`src/sfs_pkg.sv`:
```
// ----------------------------------------------------------------------------
// sfs_pkg
// Shared types and constants for the sprite frame sequencer.
// ----------------------------------------------------------------------------
package sfs_pkg;

  localparam int CMD_W   = 3;
  localparam int DT_W    = 16;
  localparam int SPEED_W = 16;
  localparam int DUR_W   = 24;
  localparam int CNT_W   = 9;
  localparam int FRAME_W = 8;
  localparam int TIMER_W = 25;
  // Q4.12 speed: product is shifted right by the fraction width
  localparam int FRAC_W  = 12;
  localparam int INC_W   = DT_W + SPEED_W - FRAC_W;

  localparam int IDX_W   = 3;
  localparam int WDATA_W = 24;

  localparam int IN_TDATA_W  = 24;
  localparam int OUT_TDATA_W = 16;

  // Commands
  localparam logic [CMD_W-1:0] CMD_TICK   = 3'd0;
  localparam logic [CMD_W-1:0] CMD_PLAY   = 3'd1;
  localparam logic [CMD_W-1:0] CMD_PAUSE  = 3'd2;
  localparam logic [CMD_W-1:0] CMD_RESUME = 3'd3;
  localparam logic [CMD_W-1:0] CMD_STOP   = 3'd4;

  // Register indexes
  localparam logic [IDX_W-1:0] REG_DURATION = 3'd0;
  localparam logic [IDX_W-1:0] REG_COUNT    = 3'd1;
  localparam logic [IDX_W-1:0] REG_LOOP     = 3'd2;
  localparam logic [IDX_W-1:0] REG_PINGPONG = 3'd3;
  localparam logic [IDX_W-1:0] REG_SPEED    = 3'd4;

  // Register reset values
  localparam logic [DUR_W-1:0]   DUR_RST   = 24'd6554;
  localparam logic [CNT_W-1:0]   CNT_RST   = 9'd0;
  localparam logic [SPEED_W-1:0] SPEED_RST = 16'd4096;

  // 0.0001 s in 1/65536 s units, rounded down
  localparam logic [DUR_W-1:0]   DUR_MIN   = 24'd6;
  localparam logic [TIMER_W-1:0] TIMER_MAX = {TIMER_W{1'b1}};

  typedef struct packed {
    logic [DUR_W-1:0]   frame_duration;
    logic [CNT_W-1:0]   frame_count;
    logic               loop_enable;
    logic               pingpong_enable;
    logic [SPEED_W-1:0] playback_speed;
  } cfg_t;

  typedef struct packed {
    logic [CMD_W-1:0] cmd;
    logic [INC_W-1:0] inc;
  } item_t;

  typedef struct packed {
    logic [FRAME_W-1:0] frame_index;
    logic               playing;
    logic               reversing;
  } result_t;

endpackage

```
`src/sfs_cfg.sv`:
```
// ----------------------------------------------------------------------------
// sfs_cfg
// Configuration register file, written through a plain write port.
// ----------------------------------------------------------------------------
module sfs_cfg (
  input  logic                        clk,
  input  logic                        rst_n,
  input  logic                        cfg_wen,
  input  logic [sfs_pkg::IDX_W-1:0]   cfg_index,
  input  logic [sfs_pkg::WDATA_W-1:0] cfg_wdata,
  output sfs_pkg::cfg_t               cfg
);
  import sfs_pkg::*;

  cfg_t cfg_r;

  always_ff @(posedge clk) begin
    if (!rst_n) begin
      cfg_r.frame_duration  <= DUR_RST;
      cfg_r.frame_count     <= CNT_RST;
      cfg_r.loop_enable     <= 1'b1;
      cfg_r.pingpong_enable <= 1'b0;
      cfg_r.playback_speed  <= SPEED_RST;
    end else if (cfg_wen) begin
      unique case (cfg_index)
        REG_DURATION: cfg_r.frame_duration  <= cfg_wdata[DUR_W-1:0];
        REG_COUNT:    cfg_r.frame_count     <= cfg_wdata[CNT_W-1:0];
        REG_LOOP:     cfg_r.loop_enable     <= cfg_wdata[0];
        REG_PINGPONG: cfg_r.pingpong_enable <= cfg_wdata[0];
        REG_SPEED:    cfg_r.playback_speed  <= cfg_wdata[SPEED_W-1:0];
        default: ;
      endcase
    end
  end

  assign cfg = cfg_r;

endmodule

```
`src/sfs_core.sv`:
```
// ----------------------------------------------------------------------------
// sfs_core
// Playback state and frame stepping; the state registers are the result.
// ----------------------------------------------------------------------------
module sfs_core #(
  parameter int MAX_FRAMES = 256
) (
  input  logic             clk,
  input  logic             rst_n,
  input  sfs_pkg::cfg_t    cfg,
  input  logic             go,
  input  sfs_pkg::item_t   item,
  output sfs_pkg::result_t res
);
  import sfs_pkg::*;

  localparam int                CNT_LIM_I = (MAX_FRAMES < 256) ? MAX_FRAMES : 256;
  localparam logic [CNT_W-1:0]  CNT_LIM   = CNT_W'(CNT_LIM_I);

  logic [TIMER_W-1:0] timer_r, timer_nxt;
  logic [FRAME_W-1:0] frame_r, frame_nxt;
  logic               play_r, play_nxt;
  logic               bwd_r, bwd_nxt;

  logic [CNT_W-1:0]   cnt;
  logic [CNT_W-1:0]   cnt_m1;
  logic [CNT_W-1:0]   cnt_m2;
  logic [CNT_W-1:0]   frame_p1;
  logic               tick_ok;
  logic [TIMER_W:0]   sum;
  logic [TIMER_W-1:0] sat;
  logic               due;
  logic [FRAME_W-1:0] step_frame;
  logic               step_bwd;
  logic               step_play;

  always_comb begin
    cnt      = (cfg.frame_count > CNT_LIM) ? CNT_LIM : cfg.frame_count;
    cnt_m1   = cnt - 9'd1;
    cnt_m2   = cnt - 9'd2;
    frame_p1 = {1'b0, frame_r} + 9'd1;
    tick_ok  = play_r && (cfg.playback_speed != '0) &&
               (cfg.frame_duration > DUR_MIN) && (cnt >= 9'd2);

    // saturating timer add, then at most one duration taken off
    sum = {1'b0, timer_r} + (TIMER_W+1)'(item.inc);
    sat = sum[TIMER_W] ? TIMER_MAX : sum[TIMER_W-1:0];
    due = sat >= TIMER_W'(cfg.frame_duration);

    step_frame = frame_r;
    step_bwd   = bwd_r;
    step_play  = play_r;
    if (cfg.pingpong_enable) begin
      if (bwd_r) begin
        if (frame_r != '0) begin
          step_frame = frame_r - 8'd1;
        end else begin
          step_frame = 8'd1;
          step_bwd   = 1'b0;
        end
      end else begin
        if ({1'b0, frame_r} < cnt_m1) begin
          step_frame = frame_p1[FRAME_W-1:0];
        end else begin
          step_frame = cnt_m2[FRAME_W-1:0];
          step_bwd   = 1'b1;
        end
      end
    end else begin
      if (frame_p1 >= cnt) begin
        if (cfg.loop_enable) begin
          step_frame = '0;
        end else begin
          step_frame = cnt_m1[FRAME_W-1:0];
          step_play  = 1'b0;
        end
      end else begin
        step_frame = frame_p1[FRAME_W-1:0];
      end
    end

    timer_nxt = timer_r;
    frame_nxt = frame_r;
    play_nxt  = play_r;
    bwd_nxt   = bwd_r;
    unique case (item.cmd)
      CMD_TICK: begin
        if (tick_ok) begin
          if (due) begin
            timer_nxt = sat - TIMER_W'(cfg.frame_duration);
            frame_nxt = step_frame;
            play_nxt  = step_play;
            bwd_nxt   = step_bwd;
          end else begin
            timer_nxt = sat;
          end
        end
      end
      CMD_PLAY: begin
        timer_nxt = '0;
        frame_nxt = '0;
        play_nxt  = 1'b1;
        bwd_nxt   = 1'b0;
      end
      CMD_PAUSE:  play_nxt = 1'b0;
      CMD_RESUME: play_nxt = 1'b1;
      CMD_STOP: begin
        timer_nxt = '0;
        frame_nxt = '0;
        play_nxt  = 1'b0;
      end
      default: ;
    endcase
  end

  always_ff @(posedge clk) begin
    if (!rst_n) begin
      timer_r <= '0;
      frame_r <= '0;
      play_r  <= 1'b0;
      bwd_r   <= 1'b0;
    end else if (go) begin
      timer_r <= timer_nxt;
      frame_r <= frame_nxt;
      play_r  <= play_nxt;
      bwd_r   <= bwd_nxt;
    end
  end

  assign res.frame_index = frame_r;
  assign res.playing     = play_r;
  assign res.reversing   = bwd_r;

endmodule

```
`src/sprite_frame_sequencer.sv`:
```
// ----------------------------------------------------------------------------
// sprite_frame_sequencer
// Sprite animation frame sequencer: tick, play, pause, resume and stop
// commands drive a frame timer and a ping-pong, loop or play-once stepper.
// ----------------------------------------------------------------------------
// Pipeline: a multiply stage registers the input, then the timer add, compare
// and frame step write the state registers, which feed the next command.
// Throughput: 1 command per cycle unless out_tready stalls the output.
// Reset: synchronous active-low rst_n clears the pipeline valids and the
// playback state and loads the configuration registers with their defaults.
// ----------------------------------------------------------------------------
module sprite_frame_sequencer #(
  parameter int MAX_FRAMES = 256
) (
  input  logic                            clk,
  input  logic                            rst_n,
  // in_tdata: cmd [2:0], delta_time [18:3], zero fill [23:19]
  input  logic                            in_tvalid,
  output logic                            in_tready,
  input  logic [sfs_pkg::IN_TDATA_W-1:0]  in_tdata,
  // out_tdata: frame_index [7:0], playing [8], reversing [9], zero fill [15:10]
  output logic                            out_tvalid,
  input  logic                            out_tready,
  output logic [sfs_pkg::OUT_TDATA_W-1:0] out_tdata,
  input  logic                            cfg_wen,
  input  logic [sfs_pkg::IDX_W-1:0]       cfg_index,
  input  logic [sfs_pkg::WDATA_W-1:0]     cfg_wdata
);
  import sfs_pkg::*;

  cfg_t    cfg;
  item_t   s1_r;
  logic    s1_vld_r;
  logic    out_vld_r;
  logic    s1_adv;
  result_t res;

  logic [DT_W-1:0]          in_dt;
  logic [DT_W+SPEED_W-1:0]  prod;

  sfs_cfg u_cfg (
    .clk       (clk),
    .rst_n     (rst_n),
    .cfg_wen   (cfg_wen),
    .cfg_index (cfg_index),
    .cfg_wdata (cfg_wdata),
    .cfg       (cfg)
  );

  assign in_dt  = in_tdata[CMD_W +: DT_W];
  assign prod   = in_dt * cfg.playback_speed;

  // advance stage 1 into the state/result registers when the result slot frees
  assign s1_adv    = s1_vld_r && (!out_vld_r || out_tready);
  assign in_tready = !s1_vld_r || s1_adv;

  always_ff @(posedge clk) begin
    if (!rst_n) begin
      s1_vld_r  <= 1'b0;
      out_vld_r <= 1'b0;
    end else begin
      if (in_tready) begin
        s1_vld_r <= in_tvalid;
      end
      if (s1_adv) begin
        out_vld_r <= 1'b1;
      end else if (out_tready) begin
        out_vld_r <= 1'b0;
      end
    end
  end

  always_ff @(posedge clk) begin
    if (in_tvalid && in_tready) begin
      s1_r.cmd <= in_tdata[CMD_W-1:0];
      s1_r.inc <= prod[DT_W+SPEED_W-1:FRAC_W];
    end
  end

  sfs_core #(
    .MAX_FRAMES (MAX_FRAMES)
  ) u_core (
    .clk   (clk),
    .rst_n (rst_n),
    .cfg   (cfg),
    .go    (s1_adv),
    .item  (s1_r),
    .res   (res)
  );

  // state registers hold still while a result waits, so they serve as the
  // result register
  assign out_tvalid = out_vld_r;
  assign out_tdata  = {6'd0, res.reversing, res.playing, res.frame_index};

endmodule

```
`config.mk`:
```
export PLATFORM = sky130hd
export DESIGN_NAME = sprite_frame_sequencer
export DESIGN_NICKNAME = d
export VERILOG_FILES = /design/src/sfs_pkg.sv /design/src/sfs_cfg.sv /design/src/sfs_core.sv /design/src/sprite_frame_sequencer.sv
export SDC_FILE = /design/constraint.sdc
export NUM_CORES = 1
export LEC_CHECK = 0
export ABC_AREA = 0
export CAP_MARGIN = 15
export CORE_MARGIN = 10
export CORE_UTILIZATION = 60
export CTS_BUF_LIST = sky130_fd_sc_hd__clkbuf_8 sky130_fd_sc_hd__clkbuf_16
export CTS_CLUSTER_DIAMETER = 40
export DETAILED_ROUTE_END_ITERATION = 6
export DONT_BUFFER_PORTS = 1
export GPL_ROUTABILITY_DRIVEN = 0
export PLACE_DENSITY = 0.82
export SETUP_SLACK_MARGIN = 0.05
export SKIP_CTS_REPAIR_TIMING = 1
export SYNTH_ARGS = -nofsm -noshare
export SYNTH_HDL_FRONTEND = slang
export SYNTH_SLANG_ARGS = --single-unit
```
`constraint.sdc`:
```
create_clock -name clk -period 7.6 [get_ports clk]
set_input_delay 1.52 -clock clk [delete_from_list [all_inputs] [get_ports clk]]
set_output_delay 1.52 -clock clk [all_outputs]
set_load 0.02 [all_outputs]
```
Yosys cells after proc, flatten, opt, wreduce, memory -nomap -nowiden --
Cells that the tools add are included.
Storage, ports and cells: memories 0, register bits after elaboration 111, bits in writable memories 0, latch bits 0, ROM bits 0
Operators by class: bitwise logic cells 0, add/sub/neg operators 6, muxes and demuxes 29, magnitude comparators 6, divide/modulo/power cells 0, equal/unequal tests 14, reduce and logical (&&, ||, !) cells 29, multiply operators 1, shifts and indexed selects 0
Operators by type and width (count):
- 25-bit two-way mux | 3
- 8-bit two-way mux | 8
- 25-bit one-hot mux with 2 select lines | 1
- 16-bit by 16-bit multiplier with 32-bit output | 1
- 25-bit by 20-bit adder with 26-bit output | 1
- 25-bit by 24-bit >= comparator with 1-bit output | 1
- 25-bit by 24-bit subtractor with 25-bit output | 1
- 24-bit by 3-bit > comparator with 1-bit output, second input constant | 1
- 8-bit one-hot mux with 2 select lines | 1
- 16-bit nonzero test | 1
- 1-bit two-way mux | 13
- 3-bit by 2-bit equality test with 1-bit output, second input constant | 4
- 2-bit AND reduction | 5
- 8-bit by 1-bit adder with 9-bit output, second input constant | 1
- 9-bit by 2-bit >= comparator with 1-bit output, second input constant | 1
- 9-bit >= comparator | 1
- 9-bit > comparator, second input constant | 1
- 8-bit by 9-bit less-than comparator with 1-bit output | 1
- 9-bit two-way mux | 1
- 9-bit by 1-bit subtractor with 9-bit output, second input constant | 1
- 8-bit nonzero test | 1
- 8-bit by 1-bit subtractor with 8-bit output, second input constant | 1
- 8-bit by 2-bit subtractor with 8-bit output, second input constant | 1
- 7-bit AND reduction | 1
- 16 further kinds | 33

Longest topological paths before layout --
Gate-level depths: netlist (run 1).
word-level depth 10, gate-level depth with buffers 25, depth with buffers taken out 24

Cells and area by module --
A second synthesis (run 1) with hierarchy kept.
Second synthesis, totals: cell total of the unflattened synthesis 1977, area, all modules 16788.6 um^2
Modules (own cells, without submodules):
- sprite_frame_sequencer | area an instance 9312.7 um^2, cells an instance 1022, sequential area each 730.7 um^2, instances 1
- sfs_core | area an instance 5427.7 um^2, cells an instance 751, sequential area each 700.7 um^2, instances 1
- sfs_cfg | area an instance 2048.2 um^2, cells an instance 204, sequential area each 1021.0 um^2, instances 1

Worst setup path before layout (run 1) --
Ideal clock, no wire load.
path kind input to register, start point input port in_tdata[11] in the netlist's numbering, end point register s1_r[19] in the netlist's numbering (data pin), setup slack -0.017 ns, arrival 7.357 ns, path buffers 1, library setup time 0.260 ns, stages 22, data required time 7.340 ns, path through clkbuf_1 nand2_1 fa_1 fa_1 fa_1 fa_1 inv_1 fa_1 inv_1 fa_1 inv_1 ha_1 o21ai_0 nor2_1 or4_1 a311o_1 o21ai_0 a21oi_1 a2111oi_2 o21bai_1 a21oi_1 xnor2_1
Between the ends: cells in the longest elaborated chain, start to end 1
RTL lines:
- from (decl) | RTL line sprite_frame_sequencer.sv:20 | input logic [sfs_pkg::IN_TDATA_W-1:0] in_tdata,
- 16-bit by 16-bit multiplier with 32-bit output | RTL line sprite_frame_sequencer.sv:51 | assign prod = in_dt * cfg.playback_speed;
- via prod[31] | RTL line sprite_frame_sequencer.sv:39 | logic [DT_W+SPEED_W-1:0] prod;
- to (decl) | RTL line sprite_frame_sequencer.sv:32 | item_t s1_r;
The timed path passes the listed nets, and every way through them passes these cells. A chain may end at the register's enable or synchronous reset.

Worst setup path in the final report (run 1) --
start point input port in_tdata[8] in the netlist's numbering, end point register s1_r[13] in the netlist's numbering (data pin)
Same word-level chain as after synthesis.

==> out/qor.yml, run 1 <==
hold_class: "reg2reg"
design.die.area_um2: 33500
cts_root_buf: "clkbuf_16"
yosysTopAreaCellShare_pct: 24.5
gr-total-overflow: 0
synthFlopType: "dfxtp_1"
rsz0062_at_grt: "no"
relSlewSlack_pct: 23.7
slew_viol_final: 0
start_util_pct: 61.1
rr_startpoint: "u_cfg.cfg[7]$_SDFFE_PN0P_"
p_clk_share_pct: 24.8
cts_max_level: 3
ant_nets: 0
final_nets: 2242
critPathRequiredTime_ns: 7.72
num_io_pins: 74
finalCriticalPeriod_ns: 7.24
avgSynthCellArea_um2: 8.57
comb_power_share_pct: 41.4
p_leak_nw: 8.00
tightestPinTransition_ns: 1.15
dp_hpwl_um: 31900
max_cap_viol_count: 0
via_per_inst: 6.03
drtIter0Drc: 1156
ctsLongestPathBuffers: 2
layout_common_cells: "nand2_1, inv_1, fa_1, ha_1, and2_1"
cts_buffers: 9
power.net_switching_uw: 727
synth_cell_type_count: 77
status: "finished clean"
arrival_ns: 7.36
post-place-ws_ns: -0.348
p_int_mw: 1.25
fin_ws_ns: 0.357
portBuffers: 0
mappedNetlistArea_um2: 16000
yosysTopAreaCell: "fa_1"
yosysSeqAreaShare_pct: 15.4
multi_input_area_um2: 12200
startpoint: "in_tdata[8]"
p_sw_share_pct: 36.7
yosys_register_bits: 111
coreArea_um2: 26100
synth_area_leaders: "fa_1, ha_1, dfxtp_1, nand2_1, inv_1"
grt_start_max_net_pins: 60
regArea_um2: 2450
drc: 0
cts_tree: "done"
fmax_ghz: 0.138
ys_async_sr_fraction_pct: 0
routedWlPerCell_um: 18.8
startpoint_type: "primary input"
synth_cells: 1863
track_usage_pct: 24.6
dieHeight_um: 183
area_growth_pct: 4.02
die_w_um: 183
clk_latency_ns: 0.37
synth_edf_count: 23
path_class: "in2reg"
setup_violations: 0
yosys_warnings: 0
num_vias: 13000
grt_pass1_vias: 13400
crit_path_end_kind: "register"
n_antenna_cell: 0
peakVddDrop_mv: 0.149
pwr-share-seq_pct: 33.9
cts.sinks: 111
grt_pass1_wl_um: 67500
clkTransAtPathRegs_ns: 0.07
n_fill_cell: 2101
drive_gt1_share_pct: 4.16
rows: 59
min_period_over_period_pct: 95.3
final_common_cell: "nand2_1"
holdCritStartpoint: "u_cfg.cfg[48]$_SDFFE_PN0P_"
antenna_found_initial: 0
skew_ns: 0.00993
hold_slack_ns: 0.460
power_density_nw_per_um2: 119
hold_viol: 0
path_max_fanout: 16
first_pass_iters: 5
routed_wl_um: 40700
-- sequential cells by signal, indices dropped and copies added (netlist names) --
register / cells
u_cfg.cfg: 51
u_core.timer_r: 25
s1_r: 23
u_core.frame_r: 8
out_tvalid: 1
s1_vld_r: 1
u_core.bwd_r: 1
u_core.play_r: 1
-- worst max-delay path, stage by stage --
cell and delay (ns):
and2_1 0.16, fa_1 0.53, inv_1 0.06, fa_1 0.56, fa_1 0.44, fa_1 0.49
inv_1 0.05, fa_1 0.52, inv_1 0.06, fa_1 0.54, inv_1 0.04, ha_1 0.30
o21ai_1 0.14, nor2_1 0.07, or4_4 0.44, a311o_1 0.40, or2_2 0.35, o31ai_2 0.23
nor2_1 0.09, o21a_1 0.19, nor2_1 0.12, xnor2_1 0.07
-- final timing paths --
path	endpoint	slack [ns]	cells after the start
worst max-delay path	s1_r[13]$_DFFE_PP_	0.36	22
worst min-delay path	u_cfg.cfg[48]$_SDFFE_PN0P_	0.46	2
worst max register to register	s1_r[13]$_DFFE_PP_	0.88	21
worst min register to register	u_cfg.cfg[48]$_SDFFE_PN0P_	0.46	2
-- synthesized netlist by cell type, types with 3 or more instances --
| master | number |
|---|---|
| a311oi_1 | 5 |
| and3_1 | 11 |
| ha_1 | 169 |
| xor2_1 | 31 |
| nor3_1 | 23 |
| nor2_1 | 47 |
| a32oi_1 | 4 |
| a31o_2 | 3 |
| mux2i_1 | 27 |
| a211o_1 | 12 |
| nor2b_1 | 16 |
| a21boi_0 | 42 |
| nand3_1 | 16 |
| nor4b_1 | 3 |
| clkbuf_1 | 76 |
| buf_4 | 8 |
| o21a_1 | 15 |
| and2_1 | 128 |
| or2_2 | 4 |
| and4_1 | 3 |
| or4_1 | 4 |
| buf_6 | 3 |
| o21ai_0 | 54 |
| o31ai_1 | 7 |
| inv_1 | 267 |
| nand2b_1 | 12 |
| nand2_1 | 317 |
| edfxtp_1 | 23 |
| fa_1 | 195 |
| a21oi_1 | 55 |
| a31oi_1 | 8 |
| dfxtp_1 | 88 |
| buf_1 | 3 |
| a21o_1 | 29 |
| o2bb2ai_1 | 7 |
| a211oi_1 | 11 |
| o221ai_1 | 4 |
| o211ai_1 | 12 |
| nand4_1 | 10 |
| nor4_1 | 13 |
| o31a_1 | 4 |
| xnor2_1 | 45 |
| o22ai_1 | 3 |
-- through the flow --
stage | TNS [ns] | util [%] | instance area [µm²] | cells | power [mW]
3_5_place_dp | -1.10 | 62.3 | 16300 | 2145 | 1.48
6_report | 0 | 63.5 | 16600 | 2162 | 1.98
4_1_cts | 0 | 63.4 | 16600 | 2161 | 1.96
2_1_floorplan | 0 | - | 16000 | 1868 | 1.31
5_1_grt | 0 | 63.5 | 16600 | 2162 | 2.11
3_3_place_gp | -0.776 | 62.3 | 16300 | 2145 | 1.46
-- layout make-up --
cell class / instances / share of cell area, %
flip-flops and latches: 111 / 14.8
clock buffers: 9 / 1.36
inverters: 267 / 6.03
repair buffers: 35 / 1.58
multi-input cells: 1398 / 73.3
well taps: 335 / 2.52
clock inverters: 7 / 0.437
-- cell families after synthesis --
kind of cell             share of synthesized area, %
flip-flops                                       15.4
AND/OR/NAND/NOR                                  18.6
multiplexers                                     1.83
adder cells (fa/ha/maj)                          37.7
buffers and inverters                            8.79
other                                          0.0235
XOR/XNOR                                         4.17
AO/OA/AOI/OAI                                    13.6
-- metal layers --
metal / GRT usage, % / up-vias / wire length [µm]
met5: 0 / - / 0
met4: 9.61 / 0 / 1490
met3: 4.21 / 106 / 3780
met2: 39.9 / 609 / 19000
met1: 32.1 / 6344 / 16400
li1: - / 5977 / -
-- power by group through the flow --
stage          combinational, mW  clock, mW  sequential [mW]
2_1_floorplan              0.646          0            0.666
3_3_place_gp               0.774          0            0.681
3_5_place_dp               0.798          0            0.682
4_1_cts                    0.805      0.491            0.669
5_1_grt                    0.917      0.516            0.673
6_report                   0.818      0.490            0.670
Power figures use the tool's default switching activity.
==> run 2: changes to the inputs <==
- CELL_PAD_IN_SITES_DETAIL_PLACEMENT: unset -> 2
- CELL_PAD_IN_SITES_GLOBAL_PLACEMENT: unset -> 2
- CORE_UTILIZATION: 60 -> 37
- PLACE_DENSITY: 0.82 -> 0.81
==> run 2 against run 1 <==
Against the previous run:
- count of clock-buffer cells in the layout stayed put
- routed wire length is 38% higher
- sequential cell count unchanged
- worst setup slack worse by 0.13 ns
- non-clock buffer count grew 11
- design area grew 2.4%
- combinational power up 7.3%
- clock power shrank 4%
- sequential share of layout area is 0.35 points lower
- critical endpoint is now s1_r[18]$_DFFE_PP_
- largest cell class unchanged
==> out/qor.yml, run 2 (same netlist as run 1, synthesis figures left out) <==
power.net_switching_uw: 795
grt_start_max_net_pins: 60
finalCriticalPeriod_ns: 7.37
grt_pass1_vias: 15400
die_w_um: 228
peakVddDrop_mv: 0.0915
ant_nets: 0
num_vias: 13200
coreArea_um2: 42900
relSlewSlack_pct: 29.1
pwr-share-seq_pct: 33.5
cts_buffers: 9
rows: 76
p_leak_nw: 8.05
crit_end: "s1_r[18]$_DFFE_PP_"
power_density_nw_per_um2: 119
first_pass_iters: 5
portBuffers: 0
routed_wl_um: 56200
arrival_ns: 7.49
cts_max_level: 3
final_cells: 2423
track_usage_pct: 21.3
rr_startpoint: "u_cfg.cfg[6]$_SDFFE_PN0P_"
grt_pass1_wl_um: 88400
fmax_ghz: 0.136
drtIter0Drc: 632
routedWlPerCell_um: 23.2
drc: 0
comb_power_share_pct: 43.3
r2r_slack_ns: 0.62
layout_common_cells: "nand2_1, inv_1, fa_1, ha_1, and2_1"
path_max_fanout: 16
ctsLongestPathBuffers: 2
r2r-end: "s1_r[18]$_DFFE_PP_"
max_cap_viol_count: 0
largest_register_ffs: 51
r2r_cells: 23
p_clk_share_pct: 23.3
startpoint_type: "primary input"
fin_area_um2: 17000
antenna_found_initial: 1
drive_gt1_share_pct: 4.84
path_class: "in2reg"
critPathRequiredTime_ns: 7.72
gr-total-overflow: 0
worst_path_largest_cell_delay_ns: 0.56
cts_tree: "done"
design.die.area_um2: 51900
final_nets: 2253
n_fill_cell: 4779
placed_area_um2: 16600
dp_hpwl_um: 46100
rsz0062_at_grt: "no"
postLayoutCoreUtil_pct: 39.7
skew_ns: 0.00876
hold_slack_ns: 0.472
p_int_mw: 1.23
path_cells: "and2_1 -> fa_1 -> inv_1 -> fa_1 -> fa_1 -> fa_1 -> inv_1 -> fa_1 -> inv_1 -> fa_1 -> inv_1 -> ha_1 -> o21ai_1 -> nor2_1 -> or4_4 -> a311o_1 -> o21ai_2 -> buf_4 -> a21oi_1 -> a2111oi_4 -> o21bai_2 -> buf_4 -> xor2_1"
tightestPinTransition_ns: 1.06
cts.sinks: 111
area_growth_pct: 6.52
slew_viol_final: 0
startpoint: "in_tdata[8]"
dieHeight_um: 228
hold_viol: 0
setup_violations: 0
p_sw_share_pct: 39.2
status: "finished clean"
start_util_pct: 37.2
clkTransAtPathRegs_ns: 0.08
min_period_over_period_pct: 97.0
power.total_mw: 2.03
hold_class: "reg2reg"
clk_latency_ns: 0.36
via_per_inst: 5.45
place_inst: 2403
crit_path_end_kind: "register"
crit_path_frequent_cell: "fa_1"
cts_root_buf: "clkbuf_16"
final_common_cell: "nand2_1"
crit_slowest_cell: "fa_1"
n_antenna_cell: 0
num_io_pins: 74
==> run 2: routing by layer <==
| layer | routed length (µm) | track usage [%] | vias up | part of all wire [%] |
|---|---|---|---|---|
| li1 | - | - | 5987 | - |
| met1 | 24000 | 25.9 | 6885 | 43 |
| met2 | 28400 | 38.4 | 236 | 51 |
| met3 | 1830 | 2.25 | 101 | 3.2 |
| met4 | 1970 | 7.42 | 2 | 3.5 |
| met5 | 10 | 0 | - | 0.018 |
==> run 2: critical path: cells and delay by family <==
| family | cells | cell delay [ns] |
|---|---|---|
| AO/OA/AOI/OAI | 6 | 1.20 |
| XOR/XNOR | 1 | 0.13 |
| adder cells (fa/ha/maj) | 7 | 3.46 |
| buffers and inverters | 6 | 0.52 |
| AND/OR/NAND/NOR | 3 | 0.66 |
==> run 2: area by class of cell <==
class / count / area [µm²] / area share (%)
Multi-Input combinational cell: 1398 / 12200 / 71.6
Sequential cell: 111 / 2450 / 14.4
Inverter: 267 / 1000 / 5.89
Tap cell: 585 / 732 / 4.30
Timing Repair Buffer: 46 / 365 / 2.15
Clock buffer: 9 / 225 / 1.32
Clock inverter: 7 / 47.5 / 0.280
==> run 2: how the worst min path moves through the flow <==
stage                                     from                              end  slack (ns)  depth (start not counted)
6_report        u_core.timer_r[6]$_SDFFE_PN0P_   u_core.timer_r[6]$_SDFFE_PN0P_        0.47                          2
5_1_grt             u_cfg.cfg[48]$_SDFFE_PN0P_       u_cfg.cfg[48]$_SDFFE_PN0P_        0.50                          2
2_1_floorplan  u_core.timer_r[10]$_SDFFE_PN0P_  u_core.timer_r[10]$_SDFFE_PN0P_        0.43                          2
4_1_cts        u_core.timer_r[14]$_SDFFE_PN0P_  u_core.timer_r[14]$_SDFFE_PN0P_        0.47                          2
3_3_place_gp   u_core.timer_r[14]$_SDFFE_PN0P_  u_core.timer_r[14]$_SDFFE_PN0P_        0.44                          2
3_5_place_dp   u_core.timer_r[14]$_SDFFE_PN0P_  u_core.timer_r[14]$_SDFFE_PN0P_        0.45                          2
==> run 2: power by group through the flow <==
stage          clock network [mW]  logic (mW)  registers, mW
3_5_place_dp                    0       0.868          0.692
5_1_grt                     0.506       0.982          0.682
4_1_cts                     0.480       0.880          0.678
3_3_place_gp                    0       0.805          0.690
6_report                    0.472       0.878          0.679
2_1_floorplan                   0       0.646          0.666
==> run 2: per-stage QoR <==
step / setup WS, ns / setup TNS (ns)
floorplan: 0.0561 / 0
global placement: -0.348 / -1.19
detailed placement: -0.650 / -3.54
CTS: -0.289 / -0.730
global route: 0.0387 / 0
finish: 0.231 / 0
==> run 3: changes to the inputs <==
- ABC_AREA: 0 -> 1
- CAP_MARGIN: 15 -> unset
- CORE_UTILIZATION: 37 -> 35
- PLACE_DENSITY: 0.81 -> 0.82
==> run 3 against run 2 <==
Against the previous run:
- first-iteration DRC count shrank 4.4%
- count of clock-buffer cells in the layout is the same
- worst setup slack gained 0.62 ns
- non-clock buffer count shrank 29
- synthesized area grew 7.9%
- design area grew 6.2%
- maximum frequency grew 9.3%
- combinational power grew 79%
- core utilization shrank 2.7 points
- synthesized cell count grew 32%
- cell count grew 26%
- clock skew grew 0.0047 ns
- critical endpoint is now s1_r[10]$_DFFE_PP_
- largest cell class unchanged
==> out/qor.yml, run 3 <==
status: "finished clean"
routedWlPerCell_um: 20.1
num_io_pins: 74
power_density_nw_per_um2: 154
postLayoutCoreUtil_pct: 37.0
slew_viol_final: 0
layout_common_cells: "nand2_1, inv_1, fa_1, nor2_1, ha_1"
fin_setup_tns_ns: 0
hold_class: "reg2reg"
ys_async_sr_fraction_pct: 0
clkTransAtPathRegs_ns: 0.08
synthMuxAreaShare_pct: 0
synth_cells: 2450
track_usage_pct: 21.0
design.die.area_um2: 58500
min_period_over_period_pct: 88.8
n_antenna_cell: 0
rows: 81
setup_violations: 0
yosys_register_bits: 111
avgSynthCellArea_um2: 7.03
synth_top_family_by_area: "adder cells"
startpoint_type: "primary input"
crit_slowest_cell: "fa_1"
synth_edf_count: 23
skew_ns: 0.0135
first_pass_iters: 5
critPathRequiredTime_ns: 7.72
dieHeight_um: 242
path_cells: "nand2_1 -> inv_1 -> fa_1 -> inv_1 -> fa_1 -> fa_1 -> inv_1 -> fa_1 -> fa_1 -> inv_1 -> fa_1 -> inv_1 -> ha_1 -> a21oi_1 -> inv_1 -> a31oi_1 -> nand3_1 -> a21oi_1 -> o21ai_0 -> xor2_1"
gr-total-overflow: 0
final_common_cell: "nand2_1"
grt_pass1_wl_um: 100000
final_nets: 2805
via_per_inst: 5.13
die_w_um: 242
rsz0062_at_grt: "no"
p_sw_share_pct: 48.3
relSlewSlack_pct: 34.5
power.net_switching_mw: 1.34
finalCriticalPeriod_ns: 6.75
drive_gt1_share_pct: 2.55
clk_latency_ns: 0.38
pwr-share-seq_pct: 25.9
portBuffers: 0
antenna_found_initial: 0
hold_viol: 0
yosysSeqAreaShare_pct: 14.2
mappedNetlistArea_um2: 17200
p_int_mw: 1.44
synth_xor_area_share_pct: 3.66
peakVddDrop_mv: 0.105
yosys_warnings: 0
area_growth_pct: 4.81
arrival_ns: 6.87
fmax_ghz: 0.148
synthFlopType: "dfxtp_1"
routed_wl_um: 61500
cts.sinks: 111
cts_tree: "done"
comb_power_share_pct: 56.4
synth-adder-area-share_pct: 34.9
p_clk_share_pct: 17.7
num_vias: 15700
grt_start_max_net_pins: 59
path_class: "in2reg"
dp_hpwl_um: 52800
yosys-top-cells-count: "nand2_1, inv_1, fa_1"
tightestPinTransition_ns: 0.981
cts_root_buf: "clkbuf_16"
drc: 0
ant_nets: 0
drtIter0Drc: 604
cts_max_level: 3
ctsLongestPathBuffers: 2
synth_cell_type_count: 51
worst_path_largest_cell_delay_ns: 0.55
post-synth-top-count-cell: "nand2_1"
coreArea_um2: 48800
p_leak_nw: 9.78
synth-simple-area-share_pct: 21.9
synth_compound_area_share_pct: 11.0
crit_path_end_kind: "register"
synth_area_leaders: "fa_1, nand2_1, ha_1, inv_1, dfxtp_1"
start_util_pct: 35.3
yosysTopAreaCell: "fa_1"
grt_pass1_vias: 18400
max_cap_viol_count: 0
cts_buffers: 9
path_max_fanout: 16
yosysTopAreaCellShare_pct: 22.7
largest_register_ffs: 51
==> run 3: changes by cell type after synthesis, sizes merged, moves of 59 or more <==
cell	change
nand3	+69
a21oi	+107
nor2	+141
nand2	+280
inv	+263
o21ai	+59
and2	-128
==> run 3: final timing paths <==
| check | depth (start not counted) | to | slack, ns | startpoint |
|---|---|---|---|---|
| worst max-delay path | 20 | s1_r[10]$_DFFE_PP_ | 0.85 | in_tdata[10] |
| worst min-delay path | 2 | u_core.timer_r[11]$_SDFFE_PN0P_ | 0.48 | u_core.timer_r[11]$_SDFFE_PN0P_ |
| worst max register to register | 18 | s1_r[10]$_DFFE_PP_ | 1.18 | u_cfg.cfg[1]$_SDFFE_PN0P_ |
| worst min register to register | 2 | u_core.timer_r[11]$_SDFFE_PN0P_ | 0.48 | u_core.timer_r[11]$_SDFFE_PN0P_ |
==> run 3: final cells by class <==
cell class,instances,area [µm²]
clock buffer,9,225
multi-input combinational,1713,12300
inverter,533,2000
fill,5871,30800
tap,664,831
timing repair buffer,17,128
clock inverter,7,72.6
sequential,111,2450
==> run 3: critical path: cells and delay by family <==
family / cells / cell delay (ns)
fa+ha+maj: 7 / 3.53
compound gates: 4 / 0.94
buf+inv: 6 / 0.37
simple gates: 2 / 0.34
xor+xnor: 1 / 0.16
==> run 3: through the flow <==
stage / area, µm² / instances / hold WS [ns] / power, mW / worst slack, ns
floorplan: 17200 / 2455 / 0.442 / 1.86 / 0.696
global placement: 17800 / 3038 / 0.455 / 2.19 / 0.644
detailed placement: 17800 / 3038 / 0.467 / 2.28 / 0.515
CTS: 18100 / 3054 / 0.481 / 2.79 / 0.906
global route: 18100 / 3054 / 0.500 / 3.03 / 0.574
finish: 18100 / 3054 / 0.478 / 2.78 / 0.855
==> run 3: power by group through the flow <==
stage                     Combinational, mW  Sequential [mW]  Clock, mW
after global placement                 1.46            0.730          0
after detailed placement               1.55            0.733          0
after CTS                              1.57            0.720      0.503
final                                  1.57            0.719      0.491
after floorplan                        1.16            0.702          0
after global routing                   1.78            0.725      0.529
==> run 3: kinds of logic after synthesis <==
| family | after synthesis |
|---|---|
| adder cells (fa/ha/maj) | 364 |
| other | 1 |
| buffers and inverters | 631 |
| AO/OA/AOI/OAI | 342 |
| XOR/XNOR | 72 |
| flip-flops | 111 |
| AND/OR/NAND/NOR | 929 |
==> run 3: layer usage <==
| metal | GRT usage, % | part of all wire [%] |
|---|---|---|
| met1 | 25.4 | 44 |
| met2 | 39.1 | 52 |
| met3 | 2.03 | 2.5 |
| met4 | 5.18 | 2.2 |
| met5 | 0 | 0 |
